## src/lmcp_pkg.sv

```systemverilog
// shared types and constants of the led matrix channel to pixel mapper
package lmcp_pkg;

    // widths of the configuration registers and position counters
    localparam int unsigned SIZE_W   = 10;
    localparam int unsigned SKIP_W   = 24;
    localparam int unsigned LAYOUT_W = 3;
    localparam int unsigned COORD_W  = 9;
    localparam int unsigned CFG_IDX_W  = 3;
    localparam int unsigned CFG_DATA_W = 24;

    // pixel queue between the front and back parts
    localparam int unsigned QUEUE_DEPTH = 4;
    localparam int unsigned QUEUE_AW    = 2;
    localparam int unsigned QUEUE_CW    = 3;

    // output word: x, y, red, green, blue, padded to whole bytes
    localparam int unsigned OUT_DATA_W = 48;
    localparam int unsigned OUT_PAD_W  = OUT_DATA_W - 2 * COORD_W - 24;

    // channels per pixel and channel phase codes
    localparam logic [2:0] CH_RGB       = 3'd3;
    localparam logic [2:0] CH_RGBW      = 3'd4;
    localparam logic [2:0] CH_HAS_GREEN = 3'd2;
    localparam logic [1:0] PHASE_WHITE  = 2'd3;

    // layout bits
    localparam int unsigned LAYOUT_RIGHT  = 0;
    localparam int unsigned LAYOUT_BOTTOM = 1;
    localparam int unsigned LAYOUT_VERT   = 2;

    // configuration register indexes
    typedef enum logic [CFG_IDX_W-1:0] {
        REG_SERPENTINE = 3'd0,
        REG_RGBW       = 3'd1,
        REG_WIDTH      = 3'd2,
        REG_HEIGHT     = 3'd3,
        REG_START      = 3'd4,
        REG_STRANDS    = 3'd5,
        REG_LAYOUT     = 3'd6
    } t_cfg_reg;

    typedef struct packed {
        logic                serpentine_mode;
        logic                rgbw_enable;
        logic [SIZE_W-1:0]   width;
        logic [SIZE_W-1:0]   height;
        logic [SKIP_W-1:0]   start_offset;
        logic [SIZE_W-1:0]   strands_per_string;
        logic [LAYOUT_W-1:0] layout;
    } t_cfg;

    typedef struct packed {
        logic [COORD_W-1:0] pixel_x;
        logic [COORD_W-1:0] pixel_y;
        logic [7:0]         red;
        logic [7:0]         green;
        logic [7:0]         blue;
        logic               last_pixel;
    } t_pixel;

    typedef struct packed {
        logic                empty;
        logic                full;
        logic [QUEUE_CW-1:0] count;
    } t_queue_stat;

endpackage

```

## src/led_matrix_channel_to_pixel_mapper.sv

```systemverilog
// Throughput: one channel byte per cycle while the pixel queue is not full.
// One pixel word per cycle at the output while the receiver holds m_axis_tready.
// A four-deep pixel queue separates byte intake from the output register.
// Reset (synchronous, active low) clears frame counters, queue and output register
// and returns the configuration registers to their defaults.
module led_matrix_channel_to_pixel_mapper #(
    parameter int unsigned MAX_WIDTH  = 512,
    parameter int unsigned MAX_HEIGHT = 512
) (
    input  logic                                i_clk,
    input  logic                                i_rst_n,
    input  logic                                i_cfg_valid,
    output logic                                o_cfg_ready,
    input  logic [lmcp_pkg::CFG_IDX_W-1:0]      i_cfg_index,
    input  logic [lmcp_pkg::CFG_DATA_W-1:0]     i_cfg_data,
    input  logic                                s_axis_tvalid,
    output logic                                s_axis_tready,
    input  logic [7:0]                          s_axis_tdata,  // data_byte
    input  logic                                s_axis_tlast,  // last_byte
    output logic                                m_axis_tvalid,
    input  logic                                m_axis_tready,
    // pixel_x, pixel_y, red, green, blue, zero pad (lowest bit up)
    output logic [lmcp_pkg::OUT_DATA_W-1:0]     m_axis_tdata,
    output logic                                m_axis_tlast   // last_pixel
);
    import lmcp_pkg::*;

    t_cfg        r_cfg;
    t_pixel      front_pix, q_pix, out_pix;
    t_queue_stat q_stat;
    logic        q_push, q_pop;

    assign o_cfg_ready = 1'b1;

    // configuration registers
    always_ff @(posedge i_clk) begin
        if (!i_rst_n) begin
            r_cfg.serpentine_mode    <= 1'b0;
            r_cfg.rgbw_enable        <= 1'b0;
            r_cfg.width              <= SIZE_W'(32);
            r_cfg.height             <= SIZE_W'(16);
            r_cfg.start_offset       <= '0;
            r_cfg.strands_per_string <= SIZE_W'(1);
            r_cfg.layout             <= '0;
        end else if (i_cfg_valid && o_cfg_ready) begin
            case (t_cfg_reg'(i_cfg_index))
                REG_SERPENTINE: r_cfg.serpentine_mode    <= i_cfg_data[0];
                REG_RGBW:       r_cfg.rgbw_enable        <= i_cfg_data[0];
                REG_WIDTH:      r_cfg.width              <= i_cfg_data[SIZE_W-1:0];
                REG_HEIGHT:     r_cfg.height             <= i_cfg_data[SIZE_W-1:0];
                REG_START:      r_cfg.start_offset       <= i_cfg_data[SKIP_W-1:0];
                REG_STRANDS:    r_cfg.strands_per_string <= i_cfg_data[SIZE_W-1:0];
                REG_LAYOUT:     r_cfg.layout             <= i_cfg_data[LAYOUT_W-1:0];
                default: begin
                end
            endcase
        end
    end

    // byte intake and pixel placement
    lmcp_front #(
        .MAX_WIDTH  (MAX_WIDTH),
        .MAX_HEIGHT (MAX_HEIGHT)
    ) u_front (
        .i_clk    (i_clk),
        .i_rst_n  (i_rst_n),
        .i_cfg    (r_cfg),
        .i_valid  (s_axis_tvalid),
        .o_ready  (s_axis_tready),
        .i_data   (s_axis_tdata),
        .i_last   (s_axis_tlast),
        .i_q_full (q_stat.full),
        .o_push   (q_push),
        .o_pix    (front_pix)
    );

    // pixel queue
    lmcp_queue u_queue (
        .i_clk   (i_clk),
        .i_rst_n (i_rst_n),
        .i_push  (q_push),
        .i_data  (front_pix),
        .i_pop   (q_pop),
        .o_data  (q_pix),
        .o_stat  (q_stat)
    );

    // output register
    lmcp_back u_back (
        .i_clk     (i_clk),
        .i_rst_n   (i_rst_n),
        .i_q_empty (q_stat.empty),
        .i_q_data  (q_pix),
        .o_pop     (q_pop),
        .o_valid   (m_axis_tvalid),
        .i_ready   (m_axis_tready),
        .o_pix     (out_pix)
    );

    // output word packing
    assign m_axis_tdata = {OUT_PAD_W'(0), out_pix.blue, out_pix.green, out_pix.red,
                           out_pix.pixel_y, out_pix.pixel_x};
    assign m_axis_tlast = out_pix.last_pixel;

`ifndef NO_ASSERTIONS
    // the front never offers a pixel the queue cannot hold
    a_push_not_full: assert property (@(posedge i_clk) disable iff (!i_rst_n)
        q_push |-> !q_stat.full)
        else $error("pixel pushed into a full queue");

    // queue fill count tracks pushes and pops
    a_count_track: assert property (@(posedge i_clk) disable iff (!i_rst_n)
        $past(i_rst_n) |-> (q_stat.count == $past(q_stat.count)
            + QUEUE_CW'($past(q_push)) - QUEUE_CW'($past(q_pop))))
        else $error("queue fill count out of step");

    // a waiting pixel reaches an empty output register in the next cycle
    a_drain: assert property (@(posedge i_clk) disable iff (!i_rst_n)
        (!q_stat.empty && !m_axis_tvalid) |=> m_axis_tvalid)
        else $error("queued pixel not moved to the output");
`endif

endmodule

```

## src/lmcp_front.sv

```systemverilog
// front part: skips, groups channel bytes into pixels and places them on the matrix
module lmcp_front #(
    parameter int unsigned MAX_WIDTH  = 512,
    parameter int unsigned MAX_HEIGHT = 512
) (
    input  logic            i_clk,
    input  logic            i_rst_n,
    input  lmcp_pkg::t_cfg  i_cfg,
    input  logic            i_valid,
    output logic            o_ready,
    input  logic [7:0]      i_data,
    input  logic            i_last,
    input  logic            i_q_full,
    output logic            o_push,
    output lmcp_pkg::t_pixel o_pix
);
    import lmcp_pkg::*;

    localparam logic [12:0] MaxW = 13'(MAX_WIDTH);
    localparam logic [12:0] MaxH = 13'(MAX_HEIGHT);

    logic [SKIP_W-1:0] r_skip, n_skip;
    logic [1:0]        r_phase, n_phase;
    logic [7:0]        r_held [3];
    logic [7:0]        n_held [3];
    logic [SIZE_W-1:0] r_node, n_node;
    logic [SIZE_W-1:0] r_line, n_line;
    logic [SIZE_W-1:0] r_strand, n_strand;
    logic              r_full, n_full;

    logic [SIZE_W-1:0] w_eff, h_eff, len, lines;
    logic [SIZE_W-1:0] pos_a, pos_x, pos_y;
    logic [SIZE_W-1:0] node_inc, line_inc;
    logic [SIZE_W:0]   strand_inc;
    logic [2:0]        cpp, phase_inc;
    logic [7:0]        ch0, ch1, ch2, red, green, blue;
    logic              accept, active, skipping, serp, vert;
    logic              emit, out_range, wrap, lastpix;

    assign o_ready = !i_q_full;
    assign accept  = i_valid && o_ready;

    // size clamp and geometry of the current layout
    always_comb begin
        w_eff = ({3'b000, i_cfg.width} > MaxW) ? SIZE_W'(MAX_WIDTH) : i_cfg.width;
        h_eff = ({3'b000, i_cfg.height} > MaxH) ? SIZE_W'(MAX_HEIGHT) : i_cfg.height;
        serp  = i_cfg.serpentine_mode;
        vert  = serp && i_cfg.layout[LAYOUT_VERT];
        len   = vert ? h_eff : w_eff;
        lines = vert ? w_eff : h_eff;
        active   = (w_eff != '0) && (h_eff != '0) && !r_full;
        skipping = r_skip < i_cfg.start_offset;
    end

    // pixel grouping and colour selection
    always_comb begin
        cpp       = (!serp && i_cfg.rgbw_enable) ? CH_RGBW : CH_RGB;
        phase_inc = {1'b0, r_phase} + 3'd1;
        ch0 = (r_phase == 2'd0) ? i_data : r_held[0];
        ch1 = (r_phase == 2'd1) ? i_data : r_held[1];
        ch2 = (r_phase == 2'd2) ? i_data : r_held[2];
        if (r_phase == PHASE_WHITE) begin
            emit  = 1'b1;
            red   = (i_data != 8'd0) ? i_data : r_held[0];
            green = (i_data != 8'd0) ? i_data : r_held[1];
            blue  = (i_data != 8'd0) ? i_data : r_held[2];
        end else begin
            emit  = (phase_inc == cpp) || i_last;
            red   = ch0;
            green = (phase_inc >= CH_HAS_GREEN) ? ch1 : 8'd0;
            blue  = (phase_inc >= CH_RGB) ? ch2 : 8'd0;
        end
    end

    // position along the strand and matrix coordinates
    always_comb begin
        out_range  = (r_node >= len) || (r_line >= lines);
        pos_a      = (serp && r_strand[0]) ? (len - SIZE_W'(1) - r_node) : r_node;
        pos_x      = vert ? r_line : pos_a;
        pos_y      = vert ? pos_a : r_line;
        if (serp && i_cfg.layout[LAYOUT_RIGHT]) begin
            pos_x = w_eff - SIZE_W'(1) - pos_x;
        end
        if (serp && i_cfg.layout[LAYOUT_BOTTOM]) begin
            pos_y = h_eff - SIZE_W'(1) - pos_y;
        end
        node_inc   = r_node + SIZE_W'(1);
        line_inc   = r_line + SIZE_W'(1);
        strand_inc = {1'b0, r_strand} + (SIZE_W+1)'(1);
        wrap       = node_inc >= len;
        lastpix    = i_last || (wrap && (line_inc >= lines));
    end

    // next frame state
    always_comb begin
        n_skip   = r_skip;
        n_phase  = r_phase;
        n_held   = r_held;
        n_node   = r_node;
        n_line   = r_line;
        n_strand = r_strand;
        n_full   = r_full;
        o_push   = 1'b0;
        if (accept) begin
            if (active) begin
                if (skipping) begin
                    n_skip = r_skip + SKIP_W'(1);
                end else begin
                    if (r_phase != PHASE_WHITE) begin
                        n_held[r_phase] = i_data;
                        n_phase = phase_inc[1:0];
                    end
                    if (emit) begin
                        n_phase = 2'd0;
                        if (out_range) begin
                            n_full = 1'b1;
                        end else begin
                            o_push = 1'b1;
                            if (wrap) begin
                                n_node   = '0;
                                n_line   = line_inc;
                                n_strand = (strand_inc >= {1'b0, i_cfg.strands_per_string})
                                           ? '0 : strand_inc[SIZE_W-1:0];
                                if (line_inc >= lines) begin
                                    n_full = 1'b1;
                                end
                            end else begin
                                n_node = node_inc;
                            end
                        end
                    end
                end
            end
            // frame end clears everything
            if (i_last) begin
                n_skip   = '0;
                n_phase  = 2'd0;
                n_held   = '{default: 8'd0};
                n_node   = '0;
                n_line   = '0;
                n_strand = '0;
                n_full   = 1'b0;
            end
        end
    end

    // pixel word to the queue
    always_comb begin
        o_pix.pixel_x    = pos_x[COORD_W-1:0];
        o_pix.pixel_y    = pos_y[COORD_W-1:0];
        o_pix.red        = red;
        o_pix.green      = green;
        o_pix.blue       = blue;
        o_pix.last_pixel = lastpix;
    end

    // frame state registers
    always_ff @(posedge i_clk) begin
        if (!i_rst_n) begin
            r_skip   <= '0;
            r_phase  <= 2'd0;
            r_held   <= '{default: 8'd0};
            r_node   <= '0;
            r_line   <= '0;
            r_strand <= '0;
            r_full   <= 1'b0;
        end else begin
            r_skip   <= n_skip;
            r_phase  <= n_phase;
            r_held   <= n_held;
            r_node   <= n_node;
            r_line   <= n_line;
            r_strand <= n_strand;
            r_full   <= n_full;
        end
    end

endmodule

```

## src/lmcp_queue.sv

```systemverilog
// short pixel queue between the front and back parts
module lmcp_queue (
    input  logic                  i_clk,
    input  logic                  i_rst_n,
    input  logic                  i_push,
    input  lmcp_pkg::t_pixel      i_data,
    input  logic                  i_pop,
    output lmcp_pkg::t_pixel      o_data,
    output lmcp_pkg::t_queue_stat o_stat
);
    import lmcp_pkg::*;

    t_pixel              r_mem [QUEUE_DEPTH];
    logic [QUEUE_AW-1:0] r_wr, r_rd;
    logic [QUEUE_CW-1:0] r_count;
    logic                do_push, do_pop;

    assign o_stat.empty = (r_count == '0);
    assign o_stat.full  = (r_count == QUEUE_CW'(QUEUE_DEPTH));
    assign o_stat.count = r_count;
    assign do_push = i_push && !o_stat.full;
    assign do_pop  = i_pop && !o_stat.empty;
    assign o_data  = r_mem[r_rd];

    // storage
    always_ff @(posedge i_clk) begin
        if (do_push) begin
            r_mem[r_wr] <= i_data;
        end
    end

    // pointers and fill count
    always_ff @(posedge i_clk) begin
        if (!i_rst_n) begin
            r_wr    <= '0;
            r_rd    <= '0;
            r_count <= '0;
        end else begin
            if (do_push) begin
                r_wr <= r_wr + QUEUE_AW'(1);
            end
            if (do_pop) begin
                r_rd <= r_rd + QUEUE_AW'(1);
            end
            r_count <= r_count + QUEUE_CW'(do_push) - QUEUE_CW'(do_pop);
        end
    end

endmodule

```

## src/lmcp_back.sv

```systemverilog
// back part: output register that hands pixels to the downstream side
module lmcp_back (
    input  logic             i_clk,
    input  logic             i_rst_n,
    input  logic             i_q_empty,
    input  lmcp_pkg::t_pixel i_q_data,
    output logic             o_pop,
    output logic             o_valid,
    input  logic             i_ready,
    output lmcp_pkg::t_pixel o_pix
);
    import lmcp_pkg::*;

    logic   r_valid;
    t_pixel r_pix;

    // load when the register is empty or being taken
    assign o_pop   = !i_q_empty && (!r_valid || i_ready);
    assign o_valid = r_valid;
    assign o_pix   = r_pix;

    always_ff @(posedge i_clk) begin
        if (!i_rst_n) begin
            r_valid <= 1'b0;
        end else if (o_pop) begin
            r_valid <= 1'b1;
        end else if (i_ready) begin
            r_valid <= 1'b0;
        end
    end

    always_ff @(posedge i_clk) begin
        if (o_pop) begin
            r_pix <= i_q_data;
        end
    end

endmodule

```

## config.mk

```make
export PLATFORM = sky130hd
export DESIGN_NAME = led_matrix_channel_to_pixel_mapper
export DESIGN_NICKNAME = d
export VERILOG_FILES = /design/src/lmcp_pkg.sv /design/src/led_matrix_channel_to_pixel_mapper.sv /design/src/lmcp_front.sv /design/src/lmcp_queue.sv /design/src/lmcp_back.sv
export SDC_FILE = /design/constraint.sdc
export NUM_CORES = 1
export LEC_CHECK = 0
export BUFFER_PORTS_ARGS = -buffer_cell sky130_fd_sc_hd__buf_4
export CAP_MARGIN = 15
export CORE_MARGIN = 5
export CORE_UTILIZATION = 43
export DETAILED_ROUTE_END_ITERATION = 6
export MAX_ROUTING_LAYER = met4
export PLACE_DENSITY = 0.61
export SLEW_MARGIN = 20
export SYNTH_ARGS = -nofsm -noshare
export SYNTH_HDL_FRONTEND = slang
export SYNTH_SLANG_ARGS = --single-unit
```

## constraint.sdc

```tcl
create_clock -name i_clk -period 4.7 [get_ports i_clk]
set_clock_uncertainty 0.1 [all_clocks]
set_input_delay 0.47 -clock i_clk [delete_from_list [all_inputs] [get_ports i_clk]]
set_output_delay 0.47 -clock i_clk [all_outputs]
set_load 0.02 [all_outputs]
```

==> results.cfg, run 1 <==
[status]
run_status = finished clean

[worst_setup_path]
path_class = reg -> reg
path_cells = and2_1 -> nand2_1 -> nand2_1 -> ha_1 -> fa_1 -> mux2i_1 -> nor2_1 -> a21oi_1 -> inv_1 -> fa_1 -> nor2b_1 -> o21ai_0 -> nand2b_1 -> and4_1 -> a21oi_1 -> and3_1 -> nor3_1 -> xor2_1
crit_family = simple AND/OR/NAND/NOR gates
cp-start-kind = flop
critical_path.startpoint = r_cfg[58]
crit_arrival_ns = 4.57
reg2reg_from = r_cfg[58]
crit_fanout = 6
critical_path_required_ns = 4.97
max_stage_delay_ns = 0.45
endpoint_kind = flop
slowest_stage = dfxtp_1
worst-path-buf-inv = 1

[yosys]
synth-xor-area-share = 0.0266
ys_ff_latch = 363
ys_seq_area_frac = 0.529
muxShareOfSynthArea = 0.0798
synth_top_area_cell = edfxtp_1
yosys_most_used_dff = edfxtp_1
syn_avg_cell_area_sq_um = 11.3
synthTopCellsByArea = edfxtp_1 (36%), dfxtp_1 (17%), ha_1 (7.1%)
synth_top_area_frac = 0.363
synthArstFlopShare = 0
synth_cells = 1581
yosys.cell_types.count = 69
synth_area_sq_um = 17800
yosys_warnings = 0
synth_edf_count = 215
synth-compound-area-share = 0.123
synthSimpleGateAreaFrac = 0.126
synth_top_family_by_area = simple AND/OR/NAND/NOR gates
synth_fa_ha_area_frac = 0.0783

[drt]
routedWlPerCell_um = 18.4
dr.pass1.iters = 5
vias = 12300
drcViolationCount = 0
drt_iter0_drc = 657
final_antenna_net_count = 0
routed_wl_um = 41200
routed_via_density = 5.48

[layout]
areaGrowthSynthToFinish_pct = 15.7
fin_util = 0.503
drive_gt1_frac = 0.151
final_cell_mix = edfxtp_1 (215), nand2_1 (187), dfxtp_1 (145)
mostFrequentLayoutCell = edfxtp_1
nFillCells = 3742
diodes = 0
layout.nets = 1825

[power]
p_switching_mw = 2.38
pwr-share-comb = 0.194
switching_share = 0.271
p_int_mw = 6.39
p_leak_nw = 7.73
power_frac_clock = 0.359
vdd_drop_max_mv = 0.258
p_per_area_nw_per_um2 = 426
power_frac_seq = 0.446

[timing]
final-max-slew-violation-count = 0
hold_viol = 0
period_needed_ns = 4.30
clock.fmax_mhz = 232
finalSetupTns_ns = 0
rsz0062_at_grt = no
fin_crit_sh = 0.916
final-setup-viol-count = 0
layout_setup_ws_ns = 0.396
max-slew-margin-rel = 0.285
worstMarginPinSlew_ns = 1.06

[hold_path]
hold_class = in -> reg
hold_start = i_cfg_data[11]

[clock_network]
clock_latency_ns = 0.57
numClockSinks = 363
clockBufferDepth = 3
postCtsSetupBuffers = 0
cts_hold_buf = 0
root_buffer = clkbuf_16
path_clk_slew_ns = 0.06
cts_tree = built
htreeDepth = 2
cts_inserted_buffers = 40

[placement]
port-buffer-count = 85
post-place-ws_ns = 0.195
dpl.hpwl_um = 29600
place.gp.congestion = 0.922

[global_route]
grt_start_max_net_pins = 46
gr-usage-all-layers = 0.187
grt_pass1_wl_um = 65900
antenna_found_initial = 0
grt_pass1_vias = 12100
grt_overflow = 0

[die]
ios = 93
rows = 74
coreArea_sq_um = 40900
die_w_um = 213
die_h_um = 213
start_util = 0.435
dieArea_sq_um = 45600

[job]
maxCapViolations = 0
==> cell usage after synthesis (19+ instances only) <==
master / n
edfxtp_1: 215
nand2_1: 187
dfxtp_1: 148
a21oi_1: 130
ha_1: 101
nor2_1: 88
inv_1: 78
clkbuf_1: 57
o21ai_0: 49
mux2i_1: 43
mux4_2: 43
a22o_1: 40
nand3_1: 39
nor2b_1: 28
xnor2_1: 28
xor2_1: 26
and3_1: 25
nand4_1: 22
nand2b_1: 19
==> layer usage <==
layer | routed length (um) | GRT usage
met5 | 0 | -
met3 | 1730 | 0.0315
met1 | 18800 | 0.253
met4 | 977 | 0.0493
met2 | 19600 | 0.296
==> power by group through the flow <==
stage / clock [mW] / combinational, mW / sequential [mW]
after global placement: 0 / 1.72 / 3.98
after global routing: 3.39 / 1.86 / 3.95
after floorplan: 0 / 0.881 / 4.19
after CTS: 3.25 / 1.74 / 3.93
after detailed placement: 0 / 1.74 / 3.99
final: 3.15 / 1.70 / 3.92
==> cell type report <==
class / count / area (sq um) / share of cell area
timing repair buffer: 129 / 1080 / 0.0525
clock buffer: 51 / 1060 / 0.0516
sequential: 363 / 9420 / 0.458
tap: 532 / 666 / 0.0323
clock inverter: 22 / 275 / 0.0134
multi-input combinational: 1064 / 7780 / 0.378
inverter: 81 / 304 / 0.0148
==> worst min-delay path: stages <==
cell and delay, ns:
buf_4 0.11, nand2_1 0.04, a21oi_1 0.05
==> sequential cells by signal, summed over array words and instances, names as in the netlist, 3 cells and up <==
| name | flops |
|---|---|
| u_queue.r_count | 3 |
| r_cfg | 59 |
| u_front.r_line | 10 |
| u_back.o_pix | 43 |
| u_front.r_skip | 24 |
| u_front.r_held | 24 |
| u_queue.r_mem | 172 |
| u_front.r_strand | 10 |
| u_front.r_node | 10 |
==> what timing repair did <==
action                                  in CTS  in global routing
endpoints found under the setup margin       0                  8
hold endpoints to repair                     0                  0
resized for setup                            0                  7
==> path summary, 6_finish.rpt <==
| path | endpoint | cells past startpoint | slack (ns) |
|---|---|---|---|
| worst min register to register | r_cfg[29] | 2 | 0.35 |
| worst max-delay path | u_queue.r_mem[1][33] | 18 | 0.40 |
| worst min-delay path | r_cfg[24] | 3 | 0.05 |
| worst max register to register | u_queue.r_mem[1][33] | 18 | 0.40 |
==> logic make-up (layout without fill, tap and decap cells) <==
| kind of cell | Yosys count | in the layout |
|---|---|---|
| AOI/OAI and AO/OA | 334 | 334 |
| and+or+nand+nor | 471 | 471 |
| other | 2 | 7 |
| buffers and inverters | 159 | 283 |
| xor gates and xnor gates | 54 | 54 |
| muxes | 88 | 88 |
| DFF | 363 | 363 |
| adders and majority gates | 110 | 110 |
==> metrics by stage <==
stage	cell area, sq um	instances	power, mW	hold slack, ns
after floorplan	17800	1586	5.07	0.325
after global placement	19200	2169	5.70	0.344
after detailed placement	19200	2169	5.73	0.350
after CTS	20600	2242	8.92	0.0208
after global routing	20600	2242	9.20	0.0399
final	20600	2242	8.77	0.0515
Power figures use the tool's default switching activity.
==> run 2, diff against run 1 <==
--- a/config.mk
+++ b/config.mk
@@ -11,7 +11,7 @@
 export CORE_UTILIZATION = 43
 export DETAILED_ROUTE_END_ITERATION = 6
 export MAX_ROUTING_LAYER = met4
-export PLACE_DENSITY = 0.61
+export PLACE_DENSITY = 0.58
 export SLEW_MARGIN = 20
 export SYNTH_ARGS = -nofsm -noshare
 export SYNTH_HDL_FRONTEND = slang
==> constraint.sdc (replaced) <==
create_clock -name i_clk -period 4 [get_ports i_clk]
set_clock_uncertainty 0.1 [all_clocks]
set_input_delay 0.4 -clock i_clk [delete_from_list [all_inputs] [get_ports i_clk]]
set_output_delay 0.4 -clock i_clk [all_outputs]
set_load 0.02 [all_outputs]
==> run 2 against run 1 <==
Compared with the run above:
- global-route usage grew 0.88 points
- final cell count grew 3.5%
- clock power grew 18%
- combinational power grew 21%
- die area is the same
- worst setup slack lost 0.30 ns
- first-iteration DRC count grew 2.3%
- total power grew 18%
- sequential power grew 17%
- worst hold slack lost 0.012 ns
==> results.cfg, run 2 (synthesis gave the netlist of run 1 again) <==
[drt]
routed_via_density = 5.40
dr.pass1.iters = 5
vias = 12500
drcViolationCount = 0
routed_wl_um = 42800
final_antenna_net_count = 0
drt_iter0_drc = 672
routedWlPerCell_um = 18.5

[layout]
seqCellArea_sq_um = 9440
diodes = 0
largest_register_ffs = 172
regMostFlops = u_queue.r_mem
drive_gt1_frac = 0.200
areaGrowthSynthToFinish_pct = 20.4
final_cell_mix = edfxtp_1 (215), nand2_1 (183), buf_4 (173)
mostFrequentLayoutCell = edfxtp_1
multiInputGateArea_sq_um = 8010
nFillCells = 3650
finalInstanceArea_sq_um = 21400
fin_util = 0.524
layout.nets = 1901

[clock_network]
cts_tree = built
clockBufferDepth = 3
clock_latency_ns = 0.57
numClockSinks = 363
cts_inserted_buffers = 41
path_clk_slew_ns = 0.06
root_buffer = clkbuf_16
htreeDepth = 2

[worst_setup_path]
crit_arrival_ns = 4.06
endpoint_kind = flop
crit_fanout = 4
critical_path_required_ns = 4.16
path_class = reg -> reg
cp-start-kind = flop

[global_route]
antenna_found_initial = 0
grt_pass1_vias = 12400
gr-usage-all-layers = 0.196
grt_start_max_net_pins = 59
grt_overflow = 0
grt_pass1_wl_um = 68200

[placement]
dpl.hpwl_um = 30500
placed_area_sq_um = 19600
port-buffer-count = 85
place.gp.congestion = 0.919

[power]
vdd_drop_max_mv = 0.270
p_per_area_nw_per_um2 = 485
p_leak_nw = 8.10

[die]
coreArea_sq_um = 40900
rows = 74
die_h_um = 213
ios = 93
dieArea_sq_um = 45600
start_util = 0.435
die_w_um = 213

[hold_path]
hold_class = in -> reg

[timing]
hold_viol = 0
max-slew-margin-rel = 0.387
final-max-slew-violation-count = 0
fin_crit_sh = 0.975
finalSetupTns_ns = 0
clock.fmax_mhz = 256
rsz0062_at_grt = yes
period_needed_ns = 3.90
worstMarginPinSlew_ns = 0.917
final-setup-viol-count = 0

[job]
maxCapViolations = 0

[status]
run_status = finished clean
run 2: changes by cell type in the layout (fill, tap and decap cells not counted), sizes merged:
cell / previous run / this run
dlygate4sd3: 0 / 23
inv: 81 / 82
clkinv: 15 / 19
clkinvlp: 2 / 0
bufinv: 5 / 4
buf: 129 / 180
clkbuf: 51 / 53
run 2: what timing repair did:
action	CTS	global route
pin swaps	1	17
endpoints found under the hold margin	28	0
resized for setup	11	54
setup buffers	0	7
hold buffers	23	0
endpoints found under the setup margin	12	35
run 2: worst paths after layout:
check	start	end	slack, ns	cells after the start
worst max register to register	r_cfg[47]	u_queue.r_mem[1][32]	0.10	16
worst min register to register	r_cfg[18]	r_cfg[18]	0.35	2
worst max-delay path	r_cfg[47]	u_queue.r_mem[1][32]	0.10	16
worst min-delay path	s_axis_tdata[2]	u_front.r_held[10]	0.04	2
run 2: through the flow:
| step | total power [mW] | hold WS, ns | cells | worst slack, ns |
|---|---|---|---|---|
| after CTS | 10.6 | 0.00484 | 2313 | 0.00891 |
| after global routing | 10.9 | 0.0208 | 2320 | -0.127 |
| after global placement | 6.75 | 0.343 | 2214 | 0.0527 |
| final | 10.4 | 0.0398 | 2320 | 0.100 |
| after floorplan | 5.95 | 0.325 | 1586 | 0.000470 |
| after detailed placement | 6.78 | 0.347 | 2214 | -0.0885 |
run 2: final cells by class:
cell class / instances / share of cell area
multi-input combinational: 1064 / 0.374
timing repair buffer: 204 / 0.0777
sequential: 363 / 0.440
tap: 532 / 0.0311
clock inverter: 24 / 0.0120
clock buffer: 52 / 0.0512
inverter: 81 / 0.0142
run 2: critical path, stage by stage, from the launching register on:
cell	delay, ns
dfxtp_1	0.36
nor2b_2	0.22
nand2_2	0.09
nand2_4	0.08
ha_4	0.14
fa_2	0.44
mux2i_2	0.19
nor2_1	0.08
a21oi_2	0.20
ha_1	0.26
a21o_1	0.17
a21o_1	0.20
a21o_1	0.18
maj3_1	0.39
a31oi_1	0.19
xor2_1	0.19
mux2i_2	0.12
run 2: per-layer routing:
metal / track usage / wire, um
met4: 0.0500 / 1000
met3: 0.0341 / 1850
met1: 0.260 / 19500
met2: 0.314 / 20500
met5: - / 0
run 2: power by group:
part           internal (mW)  switching, mW  leakage [nW]
combinational          0.915           1.15          4.27
sequential              4.42          0.182          3.15
clock                   2.22           1.51         0.668
total                   7.56           2.84          8.10
